--- config.mk ---
export PLATFORM = sky130hd
export DESIGN_NAME = midi_clock_master_generator
export DESIGN_NICKNAME = d
export VERILOG_FILES = /design/src/hdl/mcmg_pkg.sv /design/src/hdl/mcmg_div.sv /design/src/hdl/mcmg_dp.sv /design/src/hdl/mcmg_ctrl.sv /design/src/hdl/midi_clock_master_generator.sv
export VERILOG_INCLUDE_DIRS = /design/src /design/src/hdl
export SDC_FILE = /design/constraint.sdc
export NUM_CORES = 2
export LEC_CHECK = 0
export BUFFER_PORTS_ARGS = -buffer_cell sky130_fd_sc_hd__clkbuf_2
export CORE_UTILIZATION = 27
export CTS_BUF_LIST = sky130_fd_sc_hd__clkbuf_4
export CTS_CLUSTER_DIAMETER = 80
export DETAILED_ROUTE_END_ITERATION = 6
export HOLD_SLACK_MARGIN = 0.08
export PLACE_DENSITY_LB_ADDON = 0.08
export SYNTH_ARGS = -nofsm -noshare
export SYNTH_HDL_FRONTEND = slang
export SYNTH_SLANG_ARGS = --single-unit
--- constraint.sdc ---
create_clock -name clk -period 12 [get_ports clk]
set_input_delay 2.4 -clock clk [delete_from_list [all_inputs] [get_ports clk]]
set_output_delay 2.4 -clock clk [all_outputs]
set_load 0.02 [all_outputs]
--- src/hdl/midi_clock_master_generator_assert.svh ---
// assertion macros shared by the midi clock master generator rtl
// no dependencies; included by the modules that carry checks
`ifndef MIDI_CLOCK_MASTER_GENERATOR_ASSERT_SVH
`define MIDI_CLOCK_MASTER_GENERATOR_ASSERT_SVH

// same-cycle implication, disabled while in reset
`define MCMG_ASSERT_NOW(label, clk, rst_n, ante, cons, msg) \
    label: assert property (@(posedge clk) disable iff (!rst_n) (ante) |-> (cons)) \
        else $error(msg);

// next-cycle implication, disabled while in reset
`define MCMG_ASSERT_NEXT(label, clk, rst_n, ante, cons, msg) \
    label: assert property (@(posedge clk) disable iff (!rst_n) (ante) |=> (cons)) \
        else $error(msg);

`endif

--- src/hdl/mcmg_pkg.sv ---
// shared types, constants and codes of the midi clock master generator
// no dependencies; used by every rtl module of the block
`default_nettype none

package mcmg_pkg;

    // parameter defaults
    localparam int TICKS_PER_PULSE_DEF     = 2;
    localparam int TICKS_PER_MIDI_BEAT_DEF = 12;
    localparam int FRAC_BITS_DEF           = 16;
    localparam int MAX_FRAMES_DEF          = 1024;

    // fixed field widths
    localparam int FRAMES_IN_W = 11;
    localparam int TPF_W       = 13;
    localparam int POS_W       = 32;
    localparam int KIND_W      = 3;
    localparam int SPP_W       = 14;
    localparam int CFG_IDX_W   = 2;
    localparam int CFG_DATA_W  = 13;

    // words per period and the pulse counter that follows from it
    localparam int MAX_RESULTS = 64;
    localparam int CNT_W       = 7;

    // constant divider: magnitude of a positive position and the remainder width
    localparam int DIV_W = 31;
    localparam int DVS_W = 7;

    // register indexes
    localparam logic [CFG_IDX_W-1:0] REG_MASTER_ENABLE   = 2'd0;
    localparam logic [CFG_IDX_W-1:0] REG_TICKS_PER_FRAME = 2'd1;

    typedef enum logic [KIND_W-1:0] {
        KIND_CLOCK    = 3'd0,
        KIND_START    = 3'd1,
        KIND_CONTINUE = 3'd2,
        KIND_STOP     = 3'd3,
        KIND_SONGPOS  = 3'd4
    } kind_t;

    typedef enum logic {
        DIV_BEATS  = 1'b0,
        DIV_PULSES = 1'b1
    } div_sel_t;

    typedef enum logic [3:0] {
        S_IDLE,
        S_MUL,
        S_EVAL,
        S_PLAN,
        S_DIV_SPP,
        S_DIV_CLK,
        S_ROUTE,
        S_SEND_SPP,
        S_SEND_CONT,
        S_SEND_START,
        S_SEND_STOP,
        S_SEND_CLK
    } ctrl_state_t;

    // controller to datapath
    typedef struct packed {
        logic     load_item;
        logic     mul;
        logic     eval;
        logic     div_start;
        div_sel_t div_sel;
        logic     spp_clear;
        logic     spp_capture;
        logic     clk_capture;
        logic     out_load;
        kind_t    out_kind;
        logic     out_last;
        logic     pulse_dec;
    } dp_cmd_t;

    // datapath to controller
    typedef struct packed {
        logic enable;
        logic rise;
        logic fall;
        logic seek;
        logic pos_zero;
        logic pos_pos;
        logic running;
        logic div_done;
        logic out_free;
        logic pulses_zero;
        logic pulses_one;
    } dp_sts_t;

endpackage

`default_nettype wire

--- src/hdl/mcmg_div.sv ---
// divider by two fixed constants through reciprocal multiplication
// depends on mcmg_pkg and the assertion macro header
`default_nettype none
`include "midi_clock_master_generator_assert.svh"

module mcmg_div #(
    parameter int BEAT_DIV  = mcmg_pkg::TICKS_PER_MIDI_BEAT_DEF,
    parameter int PULSE_DIV = mcmg_pkg::TICKS_PER_PULSE_DEF
) (
    input  wire logic                        clk,
    input  wire logic                        rst_n,
    input  wire logic                        start,
    input  wire mcmg_pkg::div_sel_t          sel,
    input  wire logic [mcmg_pkg::DIV_W-1:0]  num,
    output logic                             done,
    output logic [mcmg_pkg::DIV_W-1:0]       quot,
    output logic [mcmg_pkg::DVS_W-1:0]       rem
);

    localparam int NW       = mcmg_pkg::DIV_W;
    localparam int MW       = NW + 1;
    localparam int PW       = NW + MW;
    localparam int BEAT_SH  = NW + $clog2(BEAT_DIV);
    localparam int PULSE_SH = NW + $clog2(PULSE_DIV);
    // rounded-up reciprocals, exact for every numerator below 2**NW
    localparam longint BEAT_M  = ((longint'(1) << BEAT_SH) + longint'(BEAT_DIV) - 1)
                               / longint'(BEAT_DIV);
    localparam longint PULSE_M = ((longint'(1) << PULSE_SH) + longint'(PULSE_DIV) - 1)
                               / longint'(PULSE_DIV);
    localparam logic [MW-1:0] BEAT_RECIP  = MW'(BEAT_M);
    localparam logic [MW-1:0] PULSE_RECIP = MW'(PULSE_M);
    localparam logic [NW-1:0] BEAT_D      = NW'(BEAT_DIV);
    localparam logic [NW-1:0] PULSE_D     = NW'(PULSE_DIV);

    logic                               a_valid_reg, a_valid_next;
    logic                               done_reg, done_next;
    mcmg_pkg::div_sel_t                 sel_reg, sel_next;
    logic [NW-1:0]                      num_reg, num_next;
    logic [PW-1:0]                      prod_reg, prod_next;
    logic [NW-1:0]                      quot_reg, quot_next;
    logic [mcmg_pkg::DVS_W-1:0]         rem_reg, rem_next;
    logic [MW-1:0]                      recip;
    logic [NW-1:0]                      q_est;
    logic [NW-1:0]                      back;

    // first stage multiplies by the reciprocal, second takes quotient and remainder
    assign recip = (sel == mcmg_pkg::DIV_BEATS) ? BEAT_RECIP : PULSE_RECIP;
    assign q_est = (sel_reg == mcmg_pkg::DIV_BEATS) ? NW'(prod_reg >> BEAT_SH)
                                                     : NW'(prod_reg >> PULSE_SH);
    assign back  = q_est * ((sel_reg == mcmg_pkg::DIV_BEATS) ? BEAT_D : PULSE_D);

    always_comb
    begin
        a_valid_next = start;
        done_next    = a_valid_reg;
        sel_next     = sel_reg;
        num_next     = num_reg;
        prod_next    = prod_reg;
        quot_next    = quot_reg;
        rem_next     = rem_reg;
        if (start)
        begin
            sel_next  = sel;
            num_next  = num;
            prod_next = PW'(num) * PW'(recip);
        end
        if (a_valid_reg)
        begin
            quot_next = q_est;
            rem_next  = mcmg_pkg::DVS_W'(num_reg - back);
        end
    end

    // control state
    always_ff @(posedge clk or negedge rst_n)
    begin
        if (!rst_n)
        begin
            a_valid_reg <= 1'b0;
            done_reg    <= 1'b0;
        end
        else
        begin
            a_valid_reg <= a_valid_next;
            done_reg    <= done_next;
        end
    end

    // operands and results, no reset
    always_ff @(posedge clk)
    begin
        sel_reg  <= sel_next;
        num_reg  <= num_next;
        prod_reg <= prod_next;
        quot_reg <= quot_next;
        rem_reg  <= rem_next;
    end

    assign done = done_reg;
    assign quot = quot_reg;
    assign rem  = rem_reg;

    // checks
    `MCMG_ASSERT_NEXT(a_div_pipe, clk, rst_n, a_valid_reg, done_reg, "divider result not flagged")

endmodule

`default_nettype wire

--- src/hdl/mcmg_dp.sv ---
// datapath: config registers, transport state, tick carry, divider and output word
// depends on mcmg_pkg, mcmg_div and the assertion macro header
`default_nettype none
`include "midi_clock_master_generator_assert.svh"

module mcmg_dp #(
    parameter int TICKS_PER_PULSE     = mcmg_pkg::TICKS_PER_PULSE_DEF,
    parameter int TICKS_PER_MIDI_BEAT = mcmg_pkg::TICKS_PER_MIDI_BEAT_DEF,
    parameter int FRAC_BITS           = mcmg_pkg::FRAC_BITS_DEF,
    parameter int MAX_FRAMES          = mcmg_pkg::MAX_FRAMES_DEF
) (
    input  wire logic                               clk,
    input  wire logic                               rst_n,
    input  wire logic                               cfg_valid,
    input  wire logic [mcmg_pkg::CFG_IDX_W-1:0]     cfg_index,
    input  wire logic [mcmg_pkg::CFG_DATA_W-1:0]    cfg_data,
    input  wire logic [mcmg_pkg::FRAMES_IN_W-1:0]   period_frames,
    input  wire logic                               transport_running,
    input  wire logic signed [mcmg_pkg::POS_W-1:0]  play_position,
    input  wire mcmg_pkg::dp_cmd_t                  cmd,
    output mcmg_pkg::dp_sts_t                       sts,
    output logic                                    out_valid,
    input  wire logic                               out_ready,
    output logic [mcmg_pkg::KIND_W-1:0]             message_kind,
    output logic [mcmg_pkg::SPP_W-1:0]              song_position,
    output logic signed [mcmg_pkg::POS_W-1:0]       event_position,
    output logic                                    last_of_run
);

    localparam int FRAMES_W = $clog2(MAX_FRAMES + 1);
    localparam int PROD_W   = FRAMES_W + mcmg_pkg::TPF_W;
    localparam int CARRY_W  = $clog2(TICKS_PER_PULSE) + FRAC_BITS;
    localparam int TOT_W    = ((PROD_W > CARRY_W) ? PROD_W : CARRY_W) + 1;
    localparam int CW       = mcmg_pkg::CNT_W;

    // config
    logic                               en_reg, en_next;
    logic [mcmg_pkg::TPF_W-1:0]         tpf_reg, tpf_next;
    // period being worked on
    logic [FRAMES_W-1:0]                frames_reg, frames_next;
    logic                               running_reg, running_next;
    logic signed [mcmg_pkg::POS_W-1:0]  pos_reg, pos_next;
    logic [PROD_W-1:0]                  adv_reg, adv_next;
    logic [TOT_W-1:0]                   total_reg, total_next;
    // transport state kept across periods
    logic                               was_running_reg, was_running_next;
    logic                               known_reg, known_next;
    logic signed [mcmg_pkg::POS_W-1:0]  last_pos_reg, last_pos_next;
    logic [CARRY_W-1:0]                 carry_reg, carry_next;
    // decisions of this period
    logic                               rise_reg, rise_next;
    logic                               fall_reg, fall_next;
    logic                               seek_reg, seek_next;
    logic [mcmg_pkg::SPP_W-1:0]         spp_reg, spp_next;
    logic [CW-1:0]                      pulses_reg, pulses_next;
    // output word
    logic                               out_valid_reg, out_valid_next;
    mcmg_pkg::kind_t                    out_kind_reg, out_kind_next;
    logic [mcmg_pkg::SPP_W-1:0]         out_spp_reg, out_spp_next;
    logic signed [mcmg_pkg::POS_W-1:0]  out_pos_reg, out_pos_next;
    logic                               out_last_reg, out_last_next;

    logic [FRAMES_W-1:0]                frames_clamped;
    logic signed [mcmg_pkg::POS_W+1:0]  delta;
    logic signed [mcmg_pkg::POS_W+1:0]  expected;
    logic signed [mcmg_pkg::POS_W+1:0]  exp_lo;
    logic signed [mcmg_pkg::POS_W+1:0]  exp_hi;
    logic                               is_edge;
    logic                               seek_now;
    logic [CARRY_W-1:0]                 carry_eff;
    logic                               pos_zero;
    logic [1:0]                         n_trans;
    logic [CW-1:0]                      limit;
    logic [CW-1:0]                      pulses_now;
    logic [mcmg_pkg::DIV_W-1:0]         div_num;
    logic                               div_done;
    logic [mcmg_pkg::DIV_W-1:0]         div_quot;
    logic [mcmg_pkg::DVS_W-1:0]         div_rem;

    // config writes, unknown indexes ignored
    always_comb
    begin
        en_next  = en_reg;
        tpf_next = tpf_reg;
        if (cfg_valid)
        begin
            unique case (cfg_index)
                mcmg_pkg::REG_MASTER_ENABLE:   en_next  = cfg_data[0];
                mcmg_pkg::REG_TICKS_PER_FRAME: tpf_next = cfg_data[mcmg_pkg::TPF_W-1:0];
                default:                       ;
            endcase
        end
    end

    // frame count limited to the largest period
    assign frames_clamped = (32'(period_frames) > MAX_FRAMES) ? FRAMES_W'(MAX_FRAMES)
                                                              : FRAMES_W'(period_frames);

    // seek test against the whole-tick advance
    assign delta    = {{2{pos_reg[mcmg_pkg::POS_W-1]}}, pos_reg}
                    - {{2{last_pos_reg[mcmg_pkg::POS_W-1]}}, last_pos_reg};
    assign expected = (mcmg_pkg::POS_W + 2)'(adv_reg >> FRAC_BITS);
    assign exp_lo   = expected - 34'sd1;
    assign exp_hi   = expected + 34'sd1;
    assign is_edge  = running_reg != was_running_reg;
    assign seek_now = running_reg && was_running_reg && known_reg && (delta != 34'sd0)
                      && ((delta < exp_lo) || (delta > exp_hi));
    assign carry_eff = is_edge ? '0 : carry_reg;
    assign pos_zero  = pos_reg == '0;

    // pulses allowed after the transport words
    assign n_trans    = rise_reg ? (pos_zero ? 2'd1 : 2'd2) : (seek_reg ? 2'd1 : 2'd0);
    assign limit      = CW'(mcmg_pkg::MAX_RESULTS) - CW'(n_trans);
    assign pulses_now = (div_quot > mcmg_pkg::DIV_W'(limit)) ? limit : div_quot[CW-1:0];

    // divider operand: beats from position or whole pulses from the tick total
    assign div_num = (cmd.div_sel == mcmg_pkg::DIV_BEATS)
                   ? pos_reg[mcmg_pkg::DIV_W-1:0]
                   : mcmg_pkg::DIV_W'(total_reg[TOT_W-1:FRAC_BITS]);

    mcmg_div #(
        .BEAT_DIV  (TICKS_PER_MIDI_BEAT),
        .PULSE_DIV (TICKS_PER_PULSE)
    ) u_div (
        .clk   (clk),
        .rst_n (rst_n),
        .start (cmd.div_start),
        .sel   (cmd.div_sel),
        .num   (div_num),
        .done  (div_done),
        .quot  (div_quot),
        .rem   (div_rem)
    );

    // period registers and state updates
    always_comb
    begin
        frames_next      = cmd.load_item ? frames_clamped : frames_reg;
        running_next     = cmd.load_item ? transport_running : running_reg;
        pos_next         = cmd.load_item ? play_position : pos_reg;
        adv_next         = cmd.mul ? PROD_W'(frames_reg) * PROD_W'(tpf_reg) : adv_reg;
        total_next       = cmd.eval ? TOT_W'(carry_eff) + TOT_W'(adv_reg) : total_reg;
        was_running_next = cmd.eval ? running_reg : was_running_reg;
        known_next       = cmd.eval ? 1'b1 : known_reg;
        last_pos_next    = cmd.eval ? pos_reg : last_pos_reg;
        rise_next        = cmd.eval ? (running_reg && !was_running_reg) : rise_reg;
        fall_next        = cmd.eval ? (!running_reg && was_running_reg) : fall_reg;
        seek_next        = cmd.eval ? seek_now : seek_reg;

        carry_next = carry_reg;
        if (cmd.eval && is_edge)
        begin
            carry_next = '0;
        end
        else if (cmd.clk_capture)
        begin
            carry_next = CARRY_W'({div_rem, total_reg[FRAC_BITS-1:0]});
        end

        spp_next = spp_reg;
        if (cmd.spp_clear)
        begin
            spp_next = '0;
        end
        else if (cmd.spp_capture)
        begin
            spp_next = div_quot[mcmg_pkg::SPP_W-1:0];
        end

        pulses_next = pulses_reg;
        if (cmd.eval)
        begin
            pulses_next = '0;
        end
        else if (cmd.clk_capture)
        begin
            pulses_next = pulses_now;
        end
        else if (cmd.pulse_dec)
        begin
            pulses_next = pulses_reg - CW'(1);
        end
    end

    // output word
    always_comb
    begin
        out_valid_next = out_valid_reg;
        out_kind_next  = out_kind_reg;
        out_spp_next   = out_spp_reg;
        out_pos_next   = out_pos_reg;
        out_last_next  = out_last_reg;
        if (cmd.out_load)
        begin
            out_valid_next = 1'b1;
            out_kind_next  = cmd.out_kind;
            out_spp_next   = (cmd.out_kind == mcmg_pkg::KIND_SONGPOS) ? spp_reg : '0;
            out_pos_next   = pos_reg;
            out_last_next  = cmd.out_last;
        end
        else if (out_ready)
        begin
            out_valid_next = 1'b0;
        end
    end

    // control and kept state
    always_ff @(posedge clk or negedge rst_n)
    begin
        if (!rst_n)
        begin
            en_reg          <= 1'b0;
            tpf_reg         <= '0;
            was_running_reg <= 1'b0;
            known_reg       <= 1'b0;
            last_pos_reg    <= '0;
            carry_reg       <= '0;
            rise_reg        <= 1'b0;
            fall_reg        <= 1'b0;
            seek_reg        <= 1'b0;
            pulses_reg      <= '0;
            out_valid_reg   <= 1'b0;
        end
        else
        begin
            en_reg          <= en_next;
            tpf_reg         <= tpf_next;
            was_running_reg <= was_running_next;
            known_reg       <= known_next;
            last_pos_reg    <= last_pos_next;
            carry_reg       <= carry_next;
            rise_reg        <= rise_next;
            fall_reg        <= fall_next;
            seek_reg        <= seek_next;
            pulses_reg      <= pulses_next;
            out_valid_reg   <= out_valid_next;
        end
    end

    // payload, no reset
    always_ff @(posedge clk)
    begin
        frames_reg   <= frames_next;
        running_reg  <= running_next;
        pos_reg      <= pos_next;
        adv_reg      <= adv_next;
        total_reg    <= total_next;
        spp_reg      <= spp_next;
        out_kind_reg <= out_kind_next;
        out_spp_reg  <= out_spp_next;
        out_pos_reg  <= out_pos_next;
        out_last_reg <= out_last_next;
    end

    // status to the controller
    always_comb
    begin
        sts.enable      = en_reg;
        sts.rise        = rise_reg;
        sts.fall        = fall_reg;
        sts.seek        = seek_reg;
        sts.pos_zero    = pos_zero;
        sts.pos_pos     = !pos_reg[mcmg_pkg::POS_W-1] && !pos_zero;
        sts.running     = running_reg;
        sts.div_done    = div_done;
        sts.out_free    = !out_valid_reg || out_ready;
        sts.pulses_zero = pulses_reg == '0;
        sts.pulses_one  = pulses_reg == CW'(1);
    end

    assign out_valid      = out_valid_reg;
    assign message_kind   = out_kind_reg;
    assign song_position  = out_spp_reg;
    assign event_position = out_pos_reg;
    assign last_of_run    = out_last_reg;

    // checks
    `MCMG_ASSERT_NOW(a_dp_load_free, clk, rst_n, cmd.out_load, !out_valid_reg || out_ready, "word loaded over one not yet taken")
    `MCMG_ASSERT_NOW(a_dp_dec_nonzero, clk, rst_n, cmd.pulse_dec, pulses_reg != '0, "pulse count underflow")
    `MCMG_ASSERT_NEXT(a_dp_dec_step, clk, rst_n, cmd.pulse_dec, pulses_reg == CW'($past(pulses_reg) - CW'(1)), "pulse count did not step down")

endmodule

`default_nettype wire

--- src/hdl/mcmg_ctrl.sv ---
// controller: sequences multiply, evaluate, divide and the word send order
// depends on mcmg_pkg and the assertion macro header
`default_nettype none
`include "midi_clock_master_generator_assert.svh"

module mcmg_ctrl (
    input  wire logic               clk,
    input  wire logic               rst_n,
    input  wire logic               in_valid,
    output logic                    in_ready,
    input  wire mcmg_pkg::dp_sts_t  sts,
    output mcmg_pkg::dp_cmd_t       cmd
);

    mcmg_pkg::ctrl_state_t state_reg, state_next;
    logic                  need_spp;

    assign need_spp = (sts.rise && !sts.pos_zero) || sts.seek;

    // next state
    always_comb
    begin
        state_next = state_reg;
        unique case (state_reg)
            mcmg_pkg::S_IDLE:
            begin
                if (in_valid && sts.enable)
                begin
                    state_next = mcmg_pkg::S_MUL;
                end
            end
            mcmg_pkg::S_MUL:  state_next = mcmg_pkg::S_EVAL;
            mcmg_pkg::S_EVAL: state_next = mcmg_pkg::S_PLAN;
            mcmg_pkg::S_PLAN:
            begin
                if (need_spp && sts.pos_pos)
                begin
                    state_next = mcmg_pkg::S_DIV_SPP;
                end
                else if (sts.running)
                begin
                    state_next = mcmg_pkg::S_DIV_CLK;
                end
                else
                begin
                    state_next = mcmg_pkg::S_ROUTE;
                end
            end
            mcmg_pkg::S_DIV_SPP:
            begin
                if (sts.div_done)
                begin
                    state_next = sts.running ? mcmg_pkg::S_DIV_CLK : mcmg_pkg::S_ROUTE;
                end
            end
            mcmg_pkg::S_DIV_CLK:
            begin
                if (sts.div_done)
                begin
                    state_next = mcmg_pkg::S_ROUTE;
                end
            end
            mcmg_pkg::S_ROUTE:
            begin
                if (sts.rise)
                begin
                    state_next = sts.pos_zero ? mcmg_pkg::S_SEND_START : mcmg_pkg::S_SEND_SPP;
                end
                else if (sts.fall)
                begin
                    state_next = mcmg_pkg::S_SEND_STOP;
                end
                else if (sts.seek)
                begin
                    state_next = mcmg_pkg::S_SEND_SPP;
                end
                else
                begin
                    state_next = sts.pulses_zero ? mcmg_pkg::S_IDLE : mcmg_pkg::S_SEND_CLK;
                end
            end
            mcmg_pkg::S_SEND_SPP:
            begin
                if (sts.out_free)
                begin
                    if (sts.rise)
                    begin
                        state_next = mcmg_pkg::S_SEND_CONT;
                    end
                    else
                    begin
                        state_next = sts.pulses_zero ? mcmg_pkg::S_IDLE : mcmg_pkg::S_SEND_CLK;
                    end
                end
            end
            mcmg_pkg::S_SEND_CONT,
            mcmg_pkg::S_SEND_START,
            mcmg_pkg::S_SEND_STOP:
            begin
                if (sts.out_free)
                begin
                    state_next = sts.pulses_zero ? mcmg_pkg::S_IDLE : mcmg_pkg::S_SEND_CLK;
                end
            end
            mcmg_pkg::S_SEND_CLK:
            begin
                if (sts.out_free && sts.pulses_one)
                begin
                    state_next = mcmg_pkg::S_IDLE;
                end
            end
            default: state_next = mcmg_pkg::S_IDLE;
        endcase
    end

    // outputs
    always_comb
    begin
        cmd      = '0;
        in_ready = 1'b0;
        unique case (state_reg)
            mcmg_pkg::S_IDLE:
            begin
                in_ready      = 1'b1;
                cmd.load_item = in_valid && sts.enable;
            end
            mcmg_pkg::S_MUL:  cmd.mul  = 1'b1;
            mcmg_pkg::S_EVAL: cmd.eval = 1'b1;
            mcmg_pkg::S_PLAN:
            begin
                cmd.spp_clear = 1'b1;
                if (need_spp && sts.pos_pos)
                begin
                    cmd.div_start = 1'b1;
                    cmd.div_sel   = mcmg_pkg::DIV_BEATS;
                end
                else if (sts.running)
                begin
                    cmd.div_start = 1'b1;
                    cmd.div_sel   = mcmg_pkg::DIV_PULSES;
                end
            end
            mcmg_pkg::S_DIV_SPP:
            begin
                if (sts.div_done)
                begin
                    cmd.spp_capture = 1'b1;
                    if (sts.running)
                    begin
                        cmd.div_start = 1'b1;
                        cmd.div_sel   = mcmg_pkg::DIV_PULSES;
                    end
                end
            end
            mcmg_pkg::S_DIV_CLK:
            begin
                cmd.div_sel     = mcmg_pkg::DIV_PULSES;
                cmd.clk_capture = sts.div_done;
            end
            mcmg_pkg::S_ROUTE: ;
            mcmg_pkg::S_SEND_SPP:
            begin
                cmd.out_load = sts.out_free;
                cmd.out_kind = mcmg_pkg::KIND_SONGPOS;
                cmd.out_last = !sts.rise && sts.pulses_zero;
            end
            mcmg_pkg::S_SEND_CONT:
            begin
                cmd.out_load = sts.out_free;
                cmd.out_kind = mcmg_pkg::KIND_CONTINUE;
                cmd.out_last = sts.pulses_zero;
            end
            mcmg_pkg::S_SEND_START:
            begin
                cmd.out_load = sts.out_free;
                cmd.out_kind = mcmg_pkg::KIND_START;
                cmd.out_last = sts.pulses_zero;
            end
            mcmg_pkg::S_SEND_STOP:
            begin
                cmd.out_load = sts.out_free;
                cmd.out_kind = mcmg_pkg::KIND_STOP;
                cmd.out_last = sts.pulses_zero;
            end
            mcmg_pkg::S_SEND_CLK:
            begin
                cmd.out_load  = sts.out_free;
                cmd.out_kind  = mcmg_pkg::KIND_CLOCK;
                cmd.out_last  = sts.pulses_one;
                cmd.pulse_dec = sts.out_free;
            end
            default: ;
        endcase
    end

    // state register
    always_ff @(posedge clk or negedge rst_n)
    begin
        if (!rst_n)
        begin
            state_reg <= mcmg_pkg::S_IDLE;
        end
        else
        begin
            state_reg <= state_next;
        end
    end

    // checks
    `MCMG_ASSERT_NEXT(a_ctrl_take, clk, rst_n, (state_reg == mcmg_pkg::S_IDLE) && in_valid && sts.enable, state_reg == mcmg_pkg::S_MUL, "enabled period not taken up")
    `MCMG_ASSERT_NOW(a_ctrl_clk_count, clk, rst_n, state_reg == mcmg_pkg::S_SEND_CLK, !sts.pulses_zero, "sending clock with no pulses left")

endmodule

`default_nettype wire

--- src/hdl/midi_clock_master_generator.sv ---
// top level of the midi clock master generator (24 ppqn master)
// depends on mcmg_pkg, mcmg_ctrl and mcmg_dp
//
// channel | handshake              | payload
// cfg     | cfg_valid / cfg_ready  | cfg_index, cfg_data
// in      | in_valid / in_ready    | period_frames, transport_running, play_position
// out     | out_valid / out_ready  | message_kind, song_position, event_position, last_of_run
//
// an enabled period steps through multiply, evaluate, plan, its divisions, route and one send per word;
// one division for the pulse count while running, one more for a song position
// of a positive play position; both share one two-stage reciprocal multiplier
// words leave one per cycle from a single output register when out_ready is high
// a stalled output holds the sequencer; the next period is taken while the last word waits
// reset clears config, transport state and tick carry; a period with master off is dropped
`default_nettype none

module midi_clock_master_generator #(
    parameter int TICKS_PER_PULSE     = mcmg_pkg::TICKS_PER_PULSE_DEF,
    parameter int TICKS_PER_MIDI_BEAT = mcmg_pkg::TICKS_PER_MIDI_BEAT_DEF,
    parameter int FRAC_BITS           = mcmg_pkg::FRAC_BITS_DEF,
    parameter int MAX_FRAMES          = mcmg_pkg::MAX_FRAMES_DEF
) (
    input  wire logic                               clk,
    input  wire logic                               rst_n,
    input  wire logic                               cfg_valid,
    output logic                                    cfg_ready,
    input  wire logic [mcmg_pkg::CFG_IDX_W-1:0]     cfg_index,
    input  wire logic [mcmg_pkg::CFG_DATA_W-1:0]    cfg_data,
    input  wire logic                               in_valid,
    output logic                                    in_ready,
    input  wire logic [mcmg_pkg::FRAMES_IN_W-1:0]   period_frames,
    input  wire logic                               transport_running,
    input  wire logic signed [mcmg_pkg::POS_W-1:0]  play_position,
    output logic                                    out_valid,
    input  wire logic                               out_ready,
    output logic [mcmg_pkg::KIND_W-1:0]             message_kind,
    output logic [mcmg_pkg::SPP_W-1:0]              song_position,
    output logic signed [mcmg_pkg::POS_W-1:0]       event_position,
    output logic                                    last_of_run
);

    mcmg_pkg::dp_cmd_t cmd;
    mcmg_pkg::dp_sts_t sts;

    // config writes always land
    assign cfg_ready = 1'b1;

    mcmg_ctrl u_ctrl (
        .clk      (clk),
        .rst_n    (rst_n),
        .in_valid (in_valid),
        .in_ready (in_ready),
        .sts      (sts),
        .cmd      (cmd)
    );

    mcmg_dp #(
        .TICKS_PER_PULSE     (TICKS_PER_PULSE),
        .TICKS_PER_MIDI_BEAT (TICKS_PER_MIDI_BEAT),
        .FRAC_BITS           (FRAC_BITS),
        .MAX_FRAMES          (MAX_FRAMES)
    ) u_dp (
        .clk               (clk),
        .rst_n             (rst_n),
        .cfg_valid         (cfg_valid),
        .cfg_index         (cfg_index),
        .cfg_data          (cfg_data),
        .period_frames     (period_frames),
        .transport_running (transport_running),
        .play_position     (play_position),
        .cmd               (cmd),
        .sts               (sts),
        .out_valid         (out_valid),
        .out_ready         (out_ready),
        .message_kind      (message_kind),
        .song_position     (song_position),
        .event_position    (event_position),
        .last_of_run       (last_of_run)
    );

endmodule

`default_nettype wire
==> results by stage <==
Setup path:
- The launch point of the worst path is u_dp.pos_reg[4].
- The slowest stage of the critical path belongs to the cell nor4_2.
- For this run, the slowest stage of the critical path takes 0.72 ns.
- The worst setup path is captured at a flop.
- The type of element launching the critical path is a flop.
- The endpoint identified for the worst register-to-register timing path is u_dp.u_div.prod_reg[61].
- The end point of the critical path is u_dp.u_div.prod_reg[61].
- In this run the register-to-register setup slack is 1.06 ns.
- The dominant cell type by count on the critical path is fa_1.
- The startpoint-to-endpoint class of the critical path is reg -> reg.
- Measured in cells, the most critical reg-to-reg path has a length of 31.
- The startpoint of the worst-slack reg-to-reg timing path is u_dp.pos_reg[4].
- Along the worst path, the maximum fanout reaches 33.
- STA puts the critical path data required time at 12.66 ns.
- STA puts the critical path data arrival time at 11.60 ns.

Detailed routing:
- The number of remaining DRC errors is 6.
- After detailed routing, the number of vias per cell comes to 4.530.
- For this block, the initial DRC count from the detailed router was 1006.
- In this run the remaining antenna-violating nets after routing total 0.
- The final route contains 21706 vias.
- The wire length after detailed routing is 90800 µm.
- The routed wirelength normalized by instance count is 18.95 µm.
- The first detailed-routing pass ran for 7 iterations.

Synth:
- Of the synthesized area, sequential elements account for 0.2718.
- By count the netlist is led by inv_1 (471), ha_1 (469), fa_1 (338).
- The number of warnings issued by yosys is 0.
- The post-synthesis compound-gate area fraction is 0.09078.
- The largest total area in the synthesized netlist belongs to fa_1.
- Of the total synthesized cell area, the portion taken by full adders, half adders and majority gates is 0.4003.
- The register bit total from synthesis is 304.
- The share of cell area taken by muxes after synthesis is 0.01629.
- The average cell area after synthesis is 10.40 µm².
- The share of synthesized registers carrying an async set or reset is 0.2697.
- The number of enable-type register cells in the synthesized netlist is 208.
- inv_1 is the most common cell in the netlist.
- The top cell type's share of synthesized area is 0.2144.
- The combined area of all synthesized cells is 31560 µm².
- Synthesis produced a netlist with a net count of 3905.
- In the post-synthesis netlist, the biggest area contributors are fa_1 (21%), edfxtp_1 (20%), ha_1 (19%), dfrtp_1 (6.5%), inv_1 (5.6%).
- The post-synthesis simple-gate area fraction is 0.1143.
- Among all flip-flop cells after synthesis, the most frequent one is edfxtp_1.
- The netlist uses 84 different library cells.
- The synthesized-area fraction occupied by xor and xnor cells is 0.03996.
- Counting every instance in the synthesized netlist gives 3034.
- After synthesis, the largest family of logic cells by area is adder cells.

Timing:
- The final critical path time including I/O delays and setup is 10.94 ns.
- The sum of negative setup slack is 0 ns.
- Headroom to the max-slew limit came out at 0.2216.
- The clock tree skew after final layout is 0.05852 ns.
- The maximum clock frequency is approximately 91 MHz.
- The max-slew violation count came to 0.
- Of the available clock period, the critical path in the final layout requires 0.9118.
- The count of final hold-check violations came to 0.
- The slew of the pin with the lowest slew margin is 1.168 ns.
- Setup violations remaining at the end of the flow were counted as 0.
- Setup repair after global routing left no endpoint under its margin.

Global routing:
- The number of global-route vias before repair was approximately 23000.
- For this run the aggregate overflow at the end of global routing stands at 0.
- Entering global routing, the biggest net connects 83 pins.
- The all-layer global routing usage is 0.1564.
- The global-route wire length before repair is 139900 µm.
- The initial antenna violation count is 8.

Layout:
- The storage element area is 8578 µm².
- Summing all multi-input logic gate instances after layout gives 20950 µm².
- The share of layout cells above drive strength 1 is 0.1121.
- The final-stage net count is 4052.
- The final-layout fill cell count is 12149.
- The post-synthesis to final-layout area growth is 11.71%.

Clock network:
- The tree is rooted in a clkbuf_4.
- The number of buffers inserted to repair setup after CTS is 0.
- Once the clock tree was built, the resizer swapped 0 gates to a different size.
- No sink is reached through more buffers than the 3 on the longest clock path.
- TritonCTS built the clock tree.
- The H-tree was split into 3 levels.
- After clock tree synthesis, the clock-pin slew on the worst setup and hold paths is 0.06 ns.
- The clock net in this run drives a total of 304 sinks.
- The total CTS buffers is 95.
- After clock tree synthesis, the flow added hold-fix buffers numbering 0.
- The clock latency on the worst-skew pair is 0.93 ns.

Run status:
- The final reports fail on design-rule violations.
- The flow ran to the end, but the final reports show violations.

Placed design:
- Once detailed placement completed, the half-perimeter wirelength came to 74740 µm.
- The number of buffers inserted by port buffering is 115.
- The final RePlAce weighted congestion is between 0.8 and 0.9.

Floorplan:
- The row count is between 100 and 150.
- The width of the die is 343.9 µm.
- From bottom edge to top edge, the die measures 343.9 µm.
- 117 I/O pins were placed.
- The starting density of the core is 0.2720.
- The floorplan step defined a core boundary enclosing 116000 µm².
- The floorplan step defined a die boundary enclosing between 100000 and 150000 µm².

Run:
- The number of maximum-capacitance violations is 0.

Worst hold path:
- The tightest min-delay check is of the reg -> reg type.
==> worst max-delay path: cells and delay by family, from the launching register on <==
family / cells / cell delay [ns]
adder cells (fa/ha/maj): 9 / 4.31
flip-flops: 1 / 0.53
buffers and inverters: 5 / 0.80
XOR/XNOR: 1 / 0.10
AO/OA/AOI/OAI: 10 / 2.84
AND/OR/NAND/NOR: 6 / 2.08
==> area by class of cell <==
type                       count  share of cell area
timing repair buffer         132             0.02001
multi-input combinational   2173              0.5943
clock buffer                 141             0.03002
sequential                   304              0.2433
antenna                        4           0.0002839
tap                         1524             0.05408
clock inverter                39            0.007488
inverter                     475             0.05057
==> placed cells by master, fill, tap and decap left out, types with 30 or more instances in the layout <==
cell and instances:
clkbuf_4 141, nand3_1 42, nand2_1 282, nor2b_1 34, clkbuf_2 114, o21ai_1 30, ha_1 469, xor2_1 45
o21ai_0 83, edfxtp_1 208, dfrtp_1 82, fa_1 338, a21oi_1 132, mux2_2 43, and2_1 130, nor2_1 103
inv_1 471, xnor2_1 99, a21o_1 70
==> through the flow <==
| stage | area (µm²) | hold WS (ns) | instances | utilization | setup slack [ns] |
|---|---|---|---|---|---|
| finish | 35260 | 0.4227 | 4792 | 0.3038 | 1.058 |
| floorplan | 31560 | 0.4003 | 3034 | - | 2.984 |
| global placement | 33930 | 0.4071 | 4608 | 0.2923 | 1.203 |
| detailed placement | 33930 | 0.4062 | 4608 | 0.2923 | 0.9973 |
| global route | 35260 | 0.4367 | 4791 | 0.3038 | 0.3933 |
| CTS | 35250 | 0.4222 | 4788 | 0.3037 | 1.004 |
==> how the worst min path moves through the flow <==
stage	startpoint	endpoint	slack, ns	cells past startpoint
final	u_dp.u_div.num_reg[0]	u_dp.u_div.rem[0]	0.42	0
after CTS	u_dp.u_div.num_reg[0]	u_dp.u_div.rem[0]	0.42	0
after floorplan	u_dp.u_div.num_reg[0]	u_dp.u_div.rem[0]	0.40	0
after global placement	u_dp.u_div.num_reg[0]	u_dp.u_div.rem[0]	0.41	0
after detailed placement	u_dp.u_div.num_reg[0]	u_dp.u_div.rem[0]	0.41	0
after global routing	u_dp.u_div.num_reg[0]	u_dp.u_div.rem[0]	0.44	0
==> layer usage <==
metal	global-route usage	vias up	part of all wire
li1	-	10521	-
met1	0.2361	10720	0.51
met2	0.2316	385	0.43
met3	0.02629	80	0.037
met4	0.03337	0	0.015
met5	0	-	0
==> cells by family after synthesis <==
group | after synthesis
XOR/XNOR | 144
flip-flops | 304
multiplexers | 46
adder cells (fa/ha/maj) | 807
AO/OA/AOI/OAI | 448
buffers and inverters | 557
other | 1
AND/OR/NAND/NOR | 727
Power is left out: the tool's default activity adds up to more than one toggle a clock period on the data nets, which glitch-free logic cannot reach.
